## src/rtl/core/dtfe_pkg.sv

```systemverilog
// Package for the date and time field editor.
// Holds event codes, field limits and the event and result transaction types.
// No dependencies.
package dtfe_pkg;

	// event codes
	localparam logic [2:0] MODE_UP    = 3'd0;
	localparam logic [2:0] MODE_DOWN  = 3'd1;
	localparam logic [2:0] MODE_OK    = 3'd2;
	localparam logic [2:0] MODE_BACK  = 3'd3;
	localparam logic [2:0] MODE_START = 3'd4;

	// cursor positions
	localparam logic [2:0] FIELD_DATE    = 3'd0;
	localparam logic [2:0] FIELD_MONTH   = 3'd1;
	localparam logic [2:0] FIELD_YEAR    = 3'd2;
	localparam logic [2:0] FIELD_HOURS   = 3'd3;
	localparam logic [2:0] FIELD_MINUTES = 3'd4;
	localparam logic [2:0] FIELD_END     = 3'd5;

	// wrap limits of each field
	localparam logic [6:0] DATE_MIN    = 7'd1;
	localparam logic [6:0] DATE_MAX    = 7'd31;
	localparam logic [6:0] MONTH_MIN   = 7'd1;
	localparam logic [6:0] MONTH_MAX   = 7'd12;
	localparam logic [6:0] YEAR_MIN    = 7'd0;
	localparam logic [6:0] YEAR_MAX    = 7'd99;
	localparam logic [6:0] HOURS_MIN   = 7'd0;
	localparam logic [6:0] HOURS_MAX   = 7'd23;
	localparam logic [6:0] MINUTES_MIN = 7'd0;
	localparam logic [6:0] MINUTES_MAX = 7'd59;

	typedef struct packed {
		logic [2:0] mode;
		logic [4:0] load_date;
		logic [3:0] load_month;
		logic [6:0] load_year;
		logic [4:0] load_hours;
		logic [5:0] load_minutes;
	} event_t;

	typedef struct packed {
		logic [4:0] cur_date;
		logic [3:0] cur_month;
		logic [6:0] cur_year;
		logic [4:0] cur_hours;
		logic [5:0] cur_minutes;
		logic [2:0] field_index;
		logic       write_clock;
		logic       finished;
	} result_t;

endpackage

```

## src/rtl/core/datetime_field_editor_unit.sv

```systemverilog
// Date and time field editor, top level.
// Depends on dtfe_pkg for event codes, field limits and transaction types.

// Each button event transaction is turned into one result transaction: the
// session state and the result register update together at the edge that
// accepts the event, so a new event is taken every cycle while event_stall is
// low; result_valid rises in the cycle after acceptance. The event side
// stalls only while a result is held and the result side stalls. Out-of-range
// loads stay as loaded; up/down wraps them, but down above max decrements.
module datetime_field_editor_unit (
	input  logic              clk,
	input  logic              arst_n,
	input  logic              event_valid,
	output logic              event_stall,
	input  dtfe_pkg::event_t  event_data,
	output logic              result_valid,
	input  logic              result_stall,
	output dtfe_pkg::result_t result_data
);
	import dtfe_pkg::*;

	// session state
	logic       open_q;
	logic [2:0] cursor_q;
	logic [4:0] day_q;
	logic [3:0] month_q;
	logic [6:0] year_q;
	logic [4:0] hour_q;
	logic [5:0] minute_q;

	logic       open_n;
	logic [2:0] cursor_n;
	logic [4:0] day_n;
	logic [3:0] month_n;
	logic [6:0] year_n;
	logic [4:0] hour_n;
	logic [5:0] minute_n;
	logic       write_n;
	logic       fin_n;
	logic       adj_up;
	logic       accept;

	// wrap one field up or down between its limits
	function automatic logic [6:0] step_field(input logic [6:0] v, input logic [6:0] lo,
			input logic [6:0] hi, input logic up);
		if (up) begin
			return (v < hi) ? v + 7'd1 : lo;
		end else begin
			return (v > lo) ? v - 7'd1 : hi;
		end
	endfunction

	// handshake: the event side waits only on a held, stalled result
	assign event_stall = result_valid && result_stall;
	assign accept      = event_valid && !event_stall;
	assign adj_up      = (event_data.mode == MODE_UP);

	// next state and result for the incoming event
	always_comb begin
		open_n   = open_q;
		cursor_n = cursor_q;
		day_n    = day_q;
		month_n  = month_q;
		year_n   = year_q;
		hour_n   = hour_q;
		minute_n = minute_q;
		write_n  = 1'b0;
		fin_n    = 1'b0;
		if (event_data.mode == MODE_START) begin
			day_n    = event_data.load_date;
			month_n  = event_data.load_month;
			year_n   = event_data.load_year;
			hour_n   = event_data.load_hours;
			minute_n = event_data.load_minutes;
			cursor_n = FIELD_DATE;
			open_n   = 1'b1;
		end else if (open_q) begin
			unique case (event_data.mode)
				MODE_UP, MODE_DOWN: begin
					unique case (cursor_q)
						FIELD_DATE: begin
							day_n = 5'(step_field({2'b00, day_q}, DATE_MIN, DATE_MAX, adj_up));
						end
						FIELD_MONTH: begin
							month_n = 4'(step_field({3'b000, month_q}, MONTH_MIN, MONTH_MAX,
								adj_up));
						end
						FIELD_YEAR: begin
							year_n = step_field(year_q, YEAR_MIN, YEAR_MAX, adj_up);
						end
						FIELD_HOURS: begin
							hour_n = 5'(step_field({2'b00, hour_q}, HOURS_MIN, HOURS_MAX,
								adj_up));
						end
						FIELD_MINUTES: begin
							minute_n = 6'(step_field({1'b0, minute_q}, MINUTES_MIN,
								MINUTES_MAX, adj_up));
						end
						default: begin
						end
					endcase
				end
				MODE_OK: begin
					write_n = 1'b1;
					if (cursor_q >= FIELD_MINUTES) begin
						cursor_n = FIELD_END;
						open_n   = 1'b0;
						fin_n    = 1'b1;
					end else begin
						cursor_n = cursor_q + 3'd1;
					end
				end
				MODE_BACK: begin
					open_n = 1'b0;
					fin_n  = 1'b1;
				end
				default: begin
				end
			endcase
		end
	end

	// state and result register
	always_ff @(posedge clk or negedge arst_n) begin
		if (!arst_n) begin
			open_q       <= 1'b0;
			cursor_q     <= FIELD_DATE;
			day_q        <= 5'd1;
			month_q      <= 4'd1;
			year_q       <= 7'd0;
			hour_q       <= 5'd0;
			minute_q     <= 6'd0;
			result_valid <= 1'b0;
			result_data  <= '0;
		end else begin
			if (accept) begin
				open_q                  <= open_n;
				cursor_q                <= cursor_n;
				day_q                   <= day_n;
				month_q                 <= month_n;
				year_q                  <= year_n;
				hour_q                  <= hour_n;
				minute_q                <= minute_n;
				result_valid            <= 1'b1;
				result_data.cur_date    <= day_n;
				result_data.cur_month   <= month_n;
				result_data.cur_year    <= year_n;
				result_data.cur_hours   <= hour_n;
				result_data.cur_minutes <= minute_n;
				result_data.field_index <= cursor_n;
				result_data.write_clock <= write_n;
				result_data.finished    <= fin_n;
			end else if (!result_stall) begin
				result_valid <= 1'b0;
			end
		end
	end

endmodule

```

## config.mk

```make
export PLATFORM = sky130hd
export DESIGN_NAME = datetime_field_editor_unit
export DESIGN_NICKNAME = d
export VERILOG_FILES = /design/src/rtl/core/dtfe_pkg.sv /design/src/rtl/core/datetime_field_editor_unit.sv
export SDC_FILE = /design/constraint.sdc
export NUM_CORES = 1
export LEC_CHECK = 0
export ABC_AREA = 1
export BUFFER_PORTS_ARGS = -buffer_cell sky130_fd_sc_hd__buf_2
export CAP_MARGIN = 5
export CORE_MARGIN = 5
export CORE_UTILIZATION = 30
export DETAILED_ROUTE_END_ITERATION = 7
export GPL_TIMING_DRIVEN = 0
export PLACE_DENSITY_LB_ADDON = 0.2
export SETUP_SLACK_MARGIN = 0.05
export SLEW_MARGIN = 15
export SYNTH_ARGS = -nofsm -noshare
export SYNTH_HDL_FRONTEND = slang
export SYNTH_SLANG_ARGS = --single-unit
```

## constraint.sdc

```tcl
create_clock -name clk -period 1.7 [get_ports clk]
set_input_delay 0.17 -clock clk [delete_from_list [all_inputs] [get_ports clk]]
set_output_delay 0.17 -clock clk [all_outputs]
set_load 0.005 [all_outputs]
```

==> results of run 1 <==
==> sequential cells by signal, summed over array words and instances (netlist names) <==
signal and flops:
hour_q 5, open_q 1, result_data 11, year_q 7
day_q 1, result_valid 1, minute_q 6, cursor_q 3
month_q 1
==> repair_timing <==
item | 4_1_cts | 5_1_grt
buffers inserted | 0 | 6
setup endpoints to repair | 4 | 31
resized for setup | 2 | 21
pin swaps | 0 | 1
==> how the worst max path moves through the flow <==
| stage | cells past startpoint | end | startpoint | slack, ns |
|---|---|---|---|---|
| after global routing | 8 | result_data[26] | month_q[0] | 0.04 |
| after detailed placement | 10 | year_q[6] | year_q[0] | -0.03 |
| after global placement | 10 | year_q[6] | year_q[0] | 0.05 |
| after floorplan | 8 | result_data[26] | month_q[0] | 0.25 |
| after CTS | 9 | result_data[27] | cursor_q[0] | 0.05 |
| final | 6 | result_data[25] | month_q[0] | 0.17 |
==> worst max-delay path, stage by stage (launching register included) <==
cell and delay [ns]:
dfstp_2 0.57, inv_1 0.09, ha_1 0.22, o21ai_2 0.16, nand2_1 0.11, o211ai_1 0.19, a21oi_1 0.09
==> layout by cell type (no fill, tap or decap), types with 2 or more instances in the layout <==
cell type / synthesis / routed
a21oi_1: 26 / 26
o21ai_0: 21 / 20
nor2_2: 4 / 8
nand4_1: 11 / 11
dfrtp_1: 34 / 32
buf_2: 12 / 79
buf_6: 3 / 3
nand3_1: 45 / 43
o21ai_2: 2 / 5
ha_1: 18 / 17
nand2_4: 2 / 3
nor2_1: 73 / 69
nor2_4: 2 / 2
dfrtp_2: 0 / 2
buf_4: 8 / 14
or2_2: 3 / 3
inv_1: 53 / 47
xor2_1: 10 / 10
dfstp_2: 2 / 2
inv_2: 3 / 8
clkbuf_8: 0 / 6
nand2_1: 155 / 154
o21bai_1: 3 / 3
o211ai_1: 4 / 4
clkinv_2: 0 / 2
nand2_2: 5 / 5
==> cell usage after synthesis, types with 2 or more instances <==
cell	number
buf_2	12
nand2_1	155
buf_6	3
dfrtp_1	34
o21bai_1	3
inv_1	53
nor2_2	4
nor2_4	2
nand2_2	5
nand4_1	11
o21ai_0	21
nand3_1	45
or2_2	3
o21ai_1	3
dfstp_2	2
buf_4	8
a21oi_1	26
xor2_1	10
nor2_1	73
o21ai_2	2
ha_1	18
nand2_4	2
inv_2	3
o211ai_1	4
==> area by class of cell <==
| class | instances | share of cell area |
|---|---|---|
| multi-input cells | 395 | 0.512 |
| flip-flops and latches | 36 | 0.230 |
| repair buffers | 73 | 0.0964 |
| inverters | 56 | 0.0539 |
| well taps | 140 | 0.0444 |
| plain buffers | 24 | 0.0400 |
| clock buffers | 6 | 0.0209 |
| clock inverters | 2 | 0.00254 |
==> cells by family (layout without fill, tap and decap cells) <==
logic type | after synthesis | after routing
AO/OA/AOI/OAI | 63 | 63
XOR/XNOR | 11 | 11
adder cells (fa/ha/maj) | 18 | 18
buffers and inverters | 80 | 161
flip-flops | 36 | 36
AND/OR/NAND/NOR | 303 | 303
==> through the flow <==
stage / util / worst slack [ns]
floorplan: - / 0.245
finish: 0.369 / 0.166
global placement: 0.351 / 0.0480
global route: 0.369 / 0.0417
detailed placement: 0.351 / -0.0301
CTS: 0.360 / 0.0519
==> power breakdown <==
group	total, mW	leakage [nW]	internal, mW	switching [mW]
clock	0.680	0.0510	0.325	0.355
combinational	3.08	1.72	1.34	1.74
sequential	1.58	0.444	1.18	0.404
==> routing by layer <==
metal / up-vias / share of wire
li1: 1769 / -
met1: 1561 / 0.46
met2: 67 / 0.48
met3: 11 / 0.049
met4: 0 / 0.016
met5: - / 0
==> impl_metrics.json, run 1 <==
{
  "overflow": 0,
  "top_usage_layer": "met2",
  "synth_top_family_by_area": "simple AND/OR/NAND/NOR gates",
  "reg2reg_slack_ns": 0.17,
  "rows": 38,
  "clockRootBuffer": "clkbuf_8",
  "finalHoldViolations": 6,
  "r2r_cells": 6,
  "die_w_microns": 114,
  "dp_hpwl_microns": 7050,
  "outcome": "finished, violations left",
  "synth_top_area_share": 0.262,
  "drive_gt1_frac": 0.250,
  "crit_path_max_fanout": 5,
  "tightest_slew_ns": 0.888,
  "ys_seq_area_frac": 0.279,
  "grtUsageMet2": 0.240,
  "via_count": 3408,
  "slew_violations": 0,
  "muxShareOfSynthArea": 0,
  "crit_required_ns": 1.87,
  "r2r_start": "month_q[0]",
  "worstSkewPairLatency_ns": 0.29,
  "clock.fmax_mhz": 652,
  "final_nets": 643,
  "synth_seq_cells": 36,
  "grtUsageMet3": 0.0286,
  "synth.avg_cell_area_sq_um": 6.34,
  "track_usage": 0.146,
  "cts_max_path_buffers": 2,
  "yosysWarnings": 0,
  "skew_ns": 0.00416,
  "hp-class": "in2async",
  "post-route-period-util": 0.903,
  "hold_ws_ns": -0.00370,
  "grt_max_degree": 37,
  "cts_tree": "done",
  "tns_ns": 0,
  "yosysTopAreaCell": "dfrtp_1",
  "start_util": 0.303,
  "synth_async_sr_flop_share": 1.00,
  "drc": 0,
  "slew_headroom": 0.408,
  "syn_nets": 563,
  "synth_compound_area_frac": 0.110,
  "worstSetupEndpointType": "register",
  "ant_nets": 0,
  "io_pins": 68,
  "setup_viol": 0,
  "power_density_nw_per_um2": 1350,
  "wl_microns": 9400,
  "synth_simple_gate_area_frac": 0.399,
  "path_class": "reg2reg",
  "viasPerCell": 4.66,
  "rsz0062_at_grt": "yes",
  "fillerInstances": 1205,
  "core_area_sq_um": 10700,
  "cts_hold_buffers": 0,
  "multi_input_area_sq_um": 2020,
  "total_power_mw": 5.34,
  "ys_types": 33,
  "synthFlopType": "dfrtp_1",
  "static-leakage-power_nw": 2.21,
  "violations": "hold timing",
  "synthCells": 511,
  "dp.cells": 718,
  "synth-xor-area-share": 0.0297,
  "peakVddDrop_v": 0.000477,
  "cts_sinks": 36,
  "crit_path_start_kind": "register",
  "gp_congestion": 0.870,
  "fin_cells": 732,
  "die_h_microns": 114,
  "grt_antenna_before_repair": 0,
  "cts_max_level": 2,
  "portBuffers": 67,
  "grt_util_met1": 0.196,
  "first_pass_iters": 5,
  "area_growth_pct": 21.7,
  "design_area_sq_um": 3940,
  "synth_edf_count": 0,
  "synthesis.area_sq_um": 3240,
  "n_antenna_cell": 0,
  "yosys-top-cells-area": "dfrtp_1, nand2_1, nor2_1",
  "period_needed_ns": 1.53,
  "layout.area.seq_sq_um": 906,
  "clk_pin_slew_ns": 0.08,
  "numCtsBuffers": 5,
  "synthAdderAreaFrac": 0.0695,
  "post_drt_wl_per_cell_microns": 12.8,
  "worst_r2r_endpoint": "result_data[25]",
  "grt_pass1_vias": 3276,
  "maxCapViolations": 0,
  "grt_first_pass_wirelength_microns": 15600,
  "drt_iter0_markers": 196,
  "die_area_sq_um": 13000,
  "cp_data_arrival_time_ns": 1.71,
  "place_area_sq_um": 3750
}
Note: power is estimated with default switching activity, not from simulation.
==> inputs of run 2 (changes only) <==
- MAX_ROUTING_LAYER: not set -> met4
- PLACE_DENSITY_LB_ADDON: 0.2 -> not set
==> run 2 against run 1 <==
The flow still finishes with violations (hold timing). Clock power about the same. First-iteration DRC count is 41% lower. Fmax shrank 1.1%. Via count increased by 1.1%. Global-route usage rose by 0.52 points. Combinational power barely moved. Final cell count down 0.14%. Sequential share of layout area rose by 0.080 points. Utilization is 0.13 points lower. Die area did not move. Count of clock-buffer cells in the layout did not move. Critical path depth unchanged. Critical endpoint unchanged. Largest cell class unchanged. Largest power group unchanged.
==> impl_metrics.json, run 2 (synthesis gave the netlist of run 1 again) <==
{
  "die_w_microns": 114,
  "design_area_sq_um": 3930,
  "post-route-period-util": 0.912,
  "power_density_nw_per_um2": 1360,
  "die_h_microns": 114,
  "gp_congestion": 0.894,
  "switching_power_mw": 2.53,
  "fin_util": 0.367,
  "clockRootBuffer": "clkbuf_8",
  "grt_pass1_vias": 3347,
  "place_area_sq_um": 3750,
  "cts_max_path_buffers": 2,
  "reg_top3": "result_data (11), year_q (7), minute_q (6)",
  "dp_hpwl_microns": 7070,
  "violations": "hold timing",
  "static-leakage-power_nw": 2.20,
  "clock.fmax_mhz": 645,
  "tns_ns": 0,
  "rsz0062_at_grt": "no",
  "setup_viol": 0,
  "power_frac_seq": 0.294,
  "cts_tree": "done",
  "viasPerCell": 4.71,
  "power.share.switching": 0.473,
  "outcome": "finished, violations left",
  "path_class": "reg2reg",
  "clk_pin_slew_ns": 0.08,
  "slowest_stage": "dfstp_2",
  "drc": 0,
  "crit_path_max_fanout": 4,
  "peakVddDrop_v": 0.000410,
  "drive_gt1_frac": 0.249,
  "cts_max_level": 2,
  "area_growth_pct": 21.2,
  "rows": 38,
  "overflow": 0,
  "skew_ns": 0.00653,
  "wl_microns": 9480,
  "hp-class": "in2async",
  "p_int_mw": 2.82,
  "largest_register_ff_count": 11,
  "crit_required_ns": 1.88,
  "final_nets": 642,
  "slew_headroom": 0.396,
  "io_pins": 68,
  "crit_path_start_kind": "register",
  "worstSkewPairLatency_ns": 0.30,
  "final_cell_mix": "nand2_1, buf_2, nor2_1, inv_1, nand3_1",
  "setup_ws_ns": 0.149,
  "first_pass_iters": 5,
  "post_drt_wl_per_cell_microns": 13.0,
  "grt_antenna_before_repair": 0,
  "cts_sinks": 36,
  "final_common_cell": "nand2_1",
  "finalHoldViolations": 8,
  "drt_iter0_markers": 115,
  "place_ws_ns": 0.0275,
  "die_area_sq_um": 13000,
  "slowest_delay_ns": 0.55,
  "numCtsBuffers": 5,
  "hold_ws_ns": -0.00359,
  "top_register": "result_data",
  "grt_max_degree": 37,
  "worstSetupEndpointType": "register",
  "slew_violations": 0,
  "period_needed_ns": 1.55,
  "grt_first_pass_wirelength_microns": 15700,
  "tightest_slew_ns": 0.906,
  "portBuffers": 67,
  "core_area_sq_um": 10700,
  "start_util": 0.303,
  "track_usage": 0.151,
  "ant_nets": 0,
  "maxCapViolations": 0,
  "pwr-share-clk": 0.127,
  "n_antenna_cell": 0,
  "cp_data_arrival_time_ns": 1.73,
  "via_count": 3445,
  "crit_chain": "inv_1 > ha_1 > o21ai_2 > nand2_1 > o211ai_1 > a21oi_1",
  "power_frac_comb": 0.579,
  "fillerInstances": 1167
}
run 2: changes by cell type in the layout (fill, tap and decap cells not counted), sizes merged:
cell | previous run | this run
buf | 96 | 95
run 2: stage by stage:
stage	instances	power [mW]	hold slack (ns)
after CTS	727	5.27	0.0306
after global routing	731	5.98	0.0667
final	731	5.36	-0.00359
after floorplan	511	3.68	-0.126
after global placement	718	4.47	0.345
after detailed placement	718	4.55	0.352
run 2: repair_timing:
action                                  in CTS  in global routing
endpoints found under the setup margin       5                 29
hold buffers                                 0                  0
pin swaps                                    0                  3
setup buffers                                1                  4
resized for setup                            1                 21
run 2: worst paths after layout:
path,cells after the start,slack [ns],endpoint,startpoint
min reg2reg,2,0.49,result_data[1],result_data[1]
min,1,-0.004,year_q[3],arst_n
max reg2reg,6,0.15,result_data[25],month_q[0]
max,6,0.15,result_data[25],month_q[0]
max in group asynchronous,1,1.07,cursor_q[2],arst_n
min in group clk,3,0.13,hour_q[0],event_data[6]
run 2: area by class of cell:
| type | count | area, sq um | share of cell area |
|---|---|---|---|
| Clock buffer | 6 | 82.6 | 0.0210 |
| Timing Repair Buffer | 72 | 373 | 0.0949 |
| Inverter | 56 | 213 | 0.0541 |
| Tap cell | 140 | 175 | 0.0446 |
| Buffer | 24 | 158 | 0.0401 |
| Multi-Input combinational cell | 395 | 2010 | 0.512 |
| Clock inverter | 2 | 10.0 | 0.00255 |
| Sequential cell | 36 | 906 | 0.230 |
run 2: power groups by stage:
stage | registers, mW | clock network (mW) | logic [mW]
after floorplan | 1.52 | 0 | 2.16
after global placement | 1.60 | 0 | 2.87
after detailed placement | 1.61 | 0 | 2.94
after CTS | 1.58 | 0.702 | 2.99
after global routing | 1.64 | 0.745 | 3.59
final | 1.57 | 0.682 | 3.10
run 2: worst max-delay path: cells and delay by family, from the launching register on:
family,cells,cell delay [ns]
flops,1,0.55
compound gates,3,0.48
fa+ha+maj,1,0.23
simple gates,1,0.10
buf+inv,1,0.08
run 2: routing by layer:
| layer | global-route usage | up-vias | wire (microns) |
|---|---|---|---|
| met1 | 0.188 | 1589 | 4260 |
| met3 | 0.0318 | 12 | 418 |
| met2 | 0.251 | 66 | 4630 |
| met5 | - | - | 0 |
| met4 | 0.0412 | 0 | 163 |
| li1 | - | 1778 | - |
==> inputs of run 3 (changes only) <==
- CORE_UTILIZATION: 30 -> 40
- GPL_TIMING_DRIVEN: 0 -> not set
==> run 3 against run 2 <==
First-iteration DRC count increased by 82%. Critical endpoint is now result_data[27]. Sequential share of layout area increased by 0.59 points. Highest routed layer unchanged. Flip-flop and latch count unchanged. The flow now finishes without violations. Critical path type unchanged.
==> impl_metrics.json, run 3 (synthesis gave the netlist of run 1 again) <==
{
  "fin_cells": 684,
  "path_class": "reg2reg",
  "ant_nets": 0,
  "finalHoldViolations": 0,
  "layout.area.seq_sq_um": 906,
  "dp.cells": 669,
  "power_density_nw_per_um2": 1350,
  "drive_gt1_frac": 0.230,
  "dp_hpwl_microns": 6540,
  "viasPerCell": 4.93,
  "grt_antenna_before_repair": 0,
  "numCtsBuffers": 5,
  "first_pass_iters": 4,
  "tns_ns": 0,
  "slew_headroom": 0.646,
  "post_drt_wl_per_cell_microns": 12.9,
  "critPathBufInv": 3,
  "clockRootBuffer": "clkbuf_8",
  "reg_top3": "result_data (11), year_q (7), minute_q (6)",
  "cts_sinks": 36,
  "crit_path_max_fanout": 4,
  "largest_register_ff_count": 11,
  "cp_data_arrival_time_ns": 1.71,
  "drc": 0,
  "wl_microns": 8800,
  "portBuffers": 67,
  "clock.fmax_mhz": 653,
  "die_w_microns": 100,
  "die_area_sq_um": 10000,
  "final_nets": 633,
  "gp_congestion": 0.891,
  "worstSkewPairLatency_ns": 0.30,
  "via_count": 3370,
  "multi_input_area_sq_um": 2010,
  "crit_path_start_kind": "register",
  "n_antenna_cell": 0,
  "total_power_mw": 5.17,
  "grt_pass1_vias": 3182,
  "rows": 32,
  "outcome": "finished, final reports clean",
  "setup_viol": 0,
  "fillerInstances": 817,
  "tightest_slew_ns": 0.532,
  "crit_chain": "inv_1 > ha_1 > inv_1 > nor2_2 > nand3_2 > inv_2 > nand2_1 > o21ai_2 > nand3_1",
  "io_pins": 68,
  "track_usage": 0.187,
  "core_area_sq_um": 7810,
  "clk_pin_slew_ns": 0.09,
  "slew_violations": 0,
  "cts_max_path_buffers": 2,
  "grt_first_pass_wirelength_microns": 15000,
  "fin_util": 0.491,
  "slowest_delay_ns": 0.42,
  "slowest_stage": "dfrtp_1",
  "peakVddDrop_v": 0.000511,
  "final_cell_mix": "nand2_1, nor2_1, buf_2, inv_1, nand3_1",
  "top_register": "result_data",
  "cpMostUsedCell": "inv_1",
  "static-leakage-power_nw": 2.17,
  "cts_tree": "done",
  "maxCapViolations": 0,
  "crit_required_ns": 1.88,
  "cts_max_level": 2,
  "overflow": 0,
  "worstSetupEndpointType": "register",
  "drt_iter0_markers": 209,
  "period_needed_ns": 1.53,
  "design_area_sq_um": 3830,
  "critPathTopFamily": "flip-flops",
  "final_common_cell": "nand2_1",
  "hp-class": "in2reg",
  "area_growth_pct": 18.2,
  "grt_max_degree": 37,
  "skew_ns": 0.00985,
  "place_area_sq_um": 3640,
  "post-route-period-util": 0.901,
  "rsz0062_at_grt": "yes",
  "start_util": 0.415,
  "die_h_microns": 100
}
==> run 3: layout make-up <==
| type | count | area share |
|---|---|---|
| Sequential cell | 36 | 0.236 |
| Clock buffer | 6 | 0.0215 |
| Timing Repair Buffer | 87 | 0.127 |
| Multi-Input combinational cell | 395 | 0.523 |
| Inverter | 56 | 0.0555 |
| Tap cell | 102 | 0.0333 |
| Clock inverter | 2 | 0.00261 |
==> run 3: routing by layer <==
layer | track usage | wire length [microns] | vias up
met5 | - | 0 | -
met4 | 0.0497 | 78 | 0
met3 | 0.0306 | 436 | 6
met2 | 0.296 | 4080 | 75
met1 | 0.250 | 4200 | 1526
li1 | - | - | 1763
==> run 3: report_power, final <==
group          leakage, nW  switching (mW)  internal [mW]
logic                 1.68            1.55           1.20
clock network       0.0510           0.369          0.325
registers            0.444           0.549           1.18
total                 2.17            2.47           2.70
==> run 3: path summary, 6_finish.rpt <==
| check | slack, ns | depth (start not counted) | start | to |
|---|---|---|---|---|
| max | 0.17 | 9 | cursor_q[1] | result_data[27] |
| min | 0.12 | 3 | event_data[6] | hour_q[0] |
| max reg2reg | 0.17 | 9 | cursor_q[1] | result_data[27] |
| min reg2reg | 0.50 | 2 | result_data[0] | result_data[0] |
| max in group asynchronous | 0.84 | 3 | arst_n | year_q[1] |
| min in group asynchronous | 0.47 | 3 | arst_n | year_q[0] |
==> run 3: repair_timing <==
item                                    in CTS  in global routing
cloned                                       0                  0
pin swaps                                    0                  3
buffers inserted                             0                  6
endpoints found under the hold margin       34                  0
hold buffers                                 1                  0
endpoints found under the setup margin       1                 24
gates resized for setup                      1                 17
==> run 3: worst min-delay path, cell delays in order <==
cell and delay (ns):
buf_2 0.08, o211ai_1 0.08, nand2_1 0.06
==> run 3: metrics by stage <==
step / setup WS (ns) / hold slack [ns]
2_1_floorplan: 0.245 / -0.126
3_3_place_gp: 0.0815 / 0.267
3_5_place_dp: 0.0550 / 0.272
4_1_cts: 0.0607 / 0.119
5_1_grt: 0.0295 / 0.139
6_report: 0.168 / 0.117
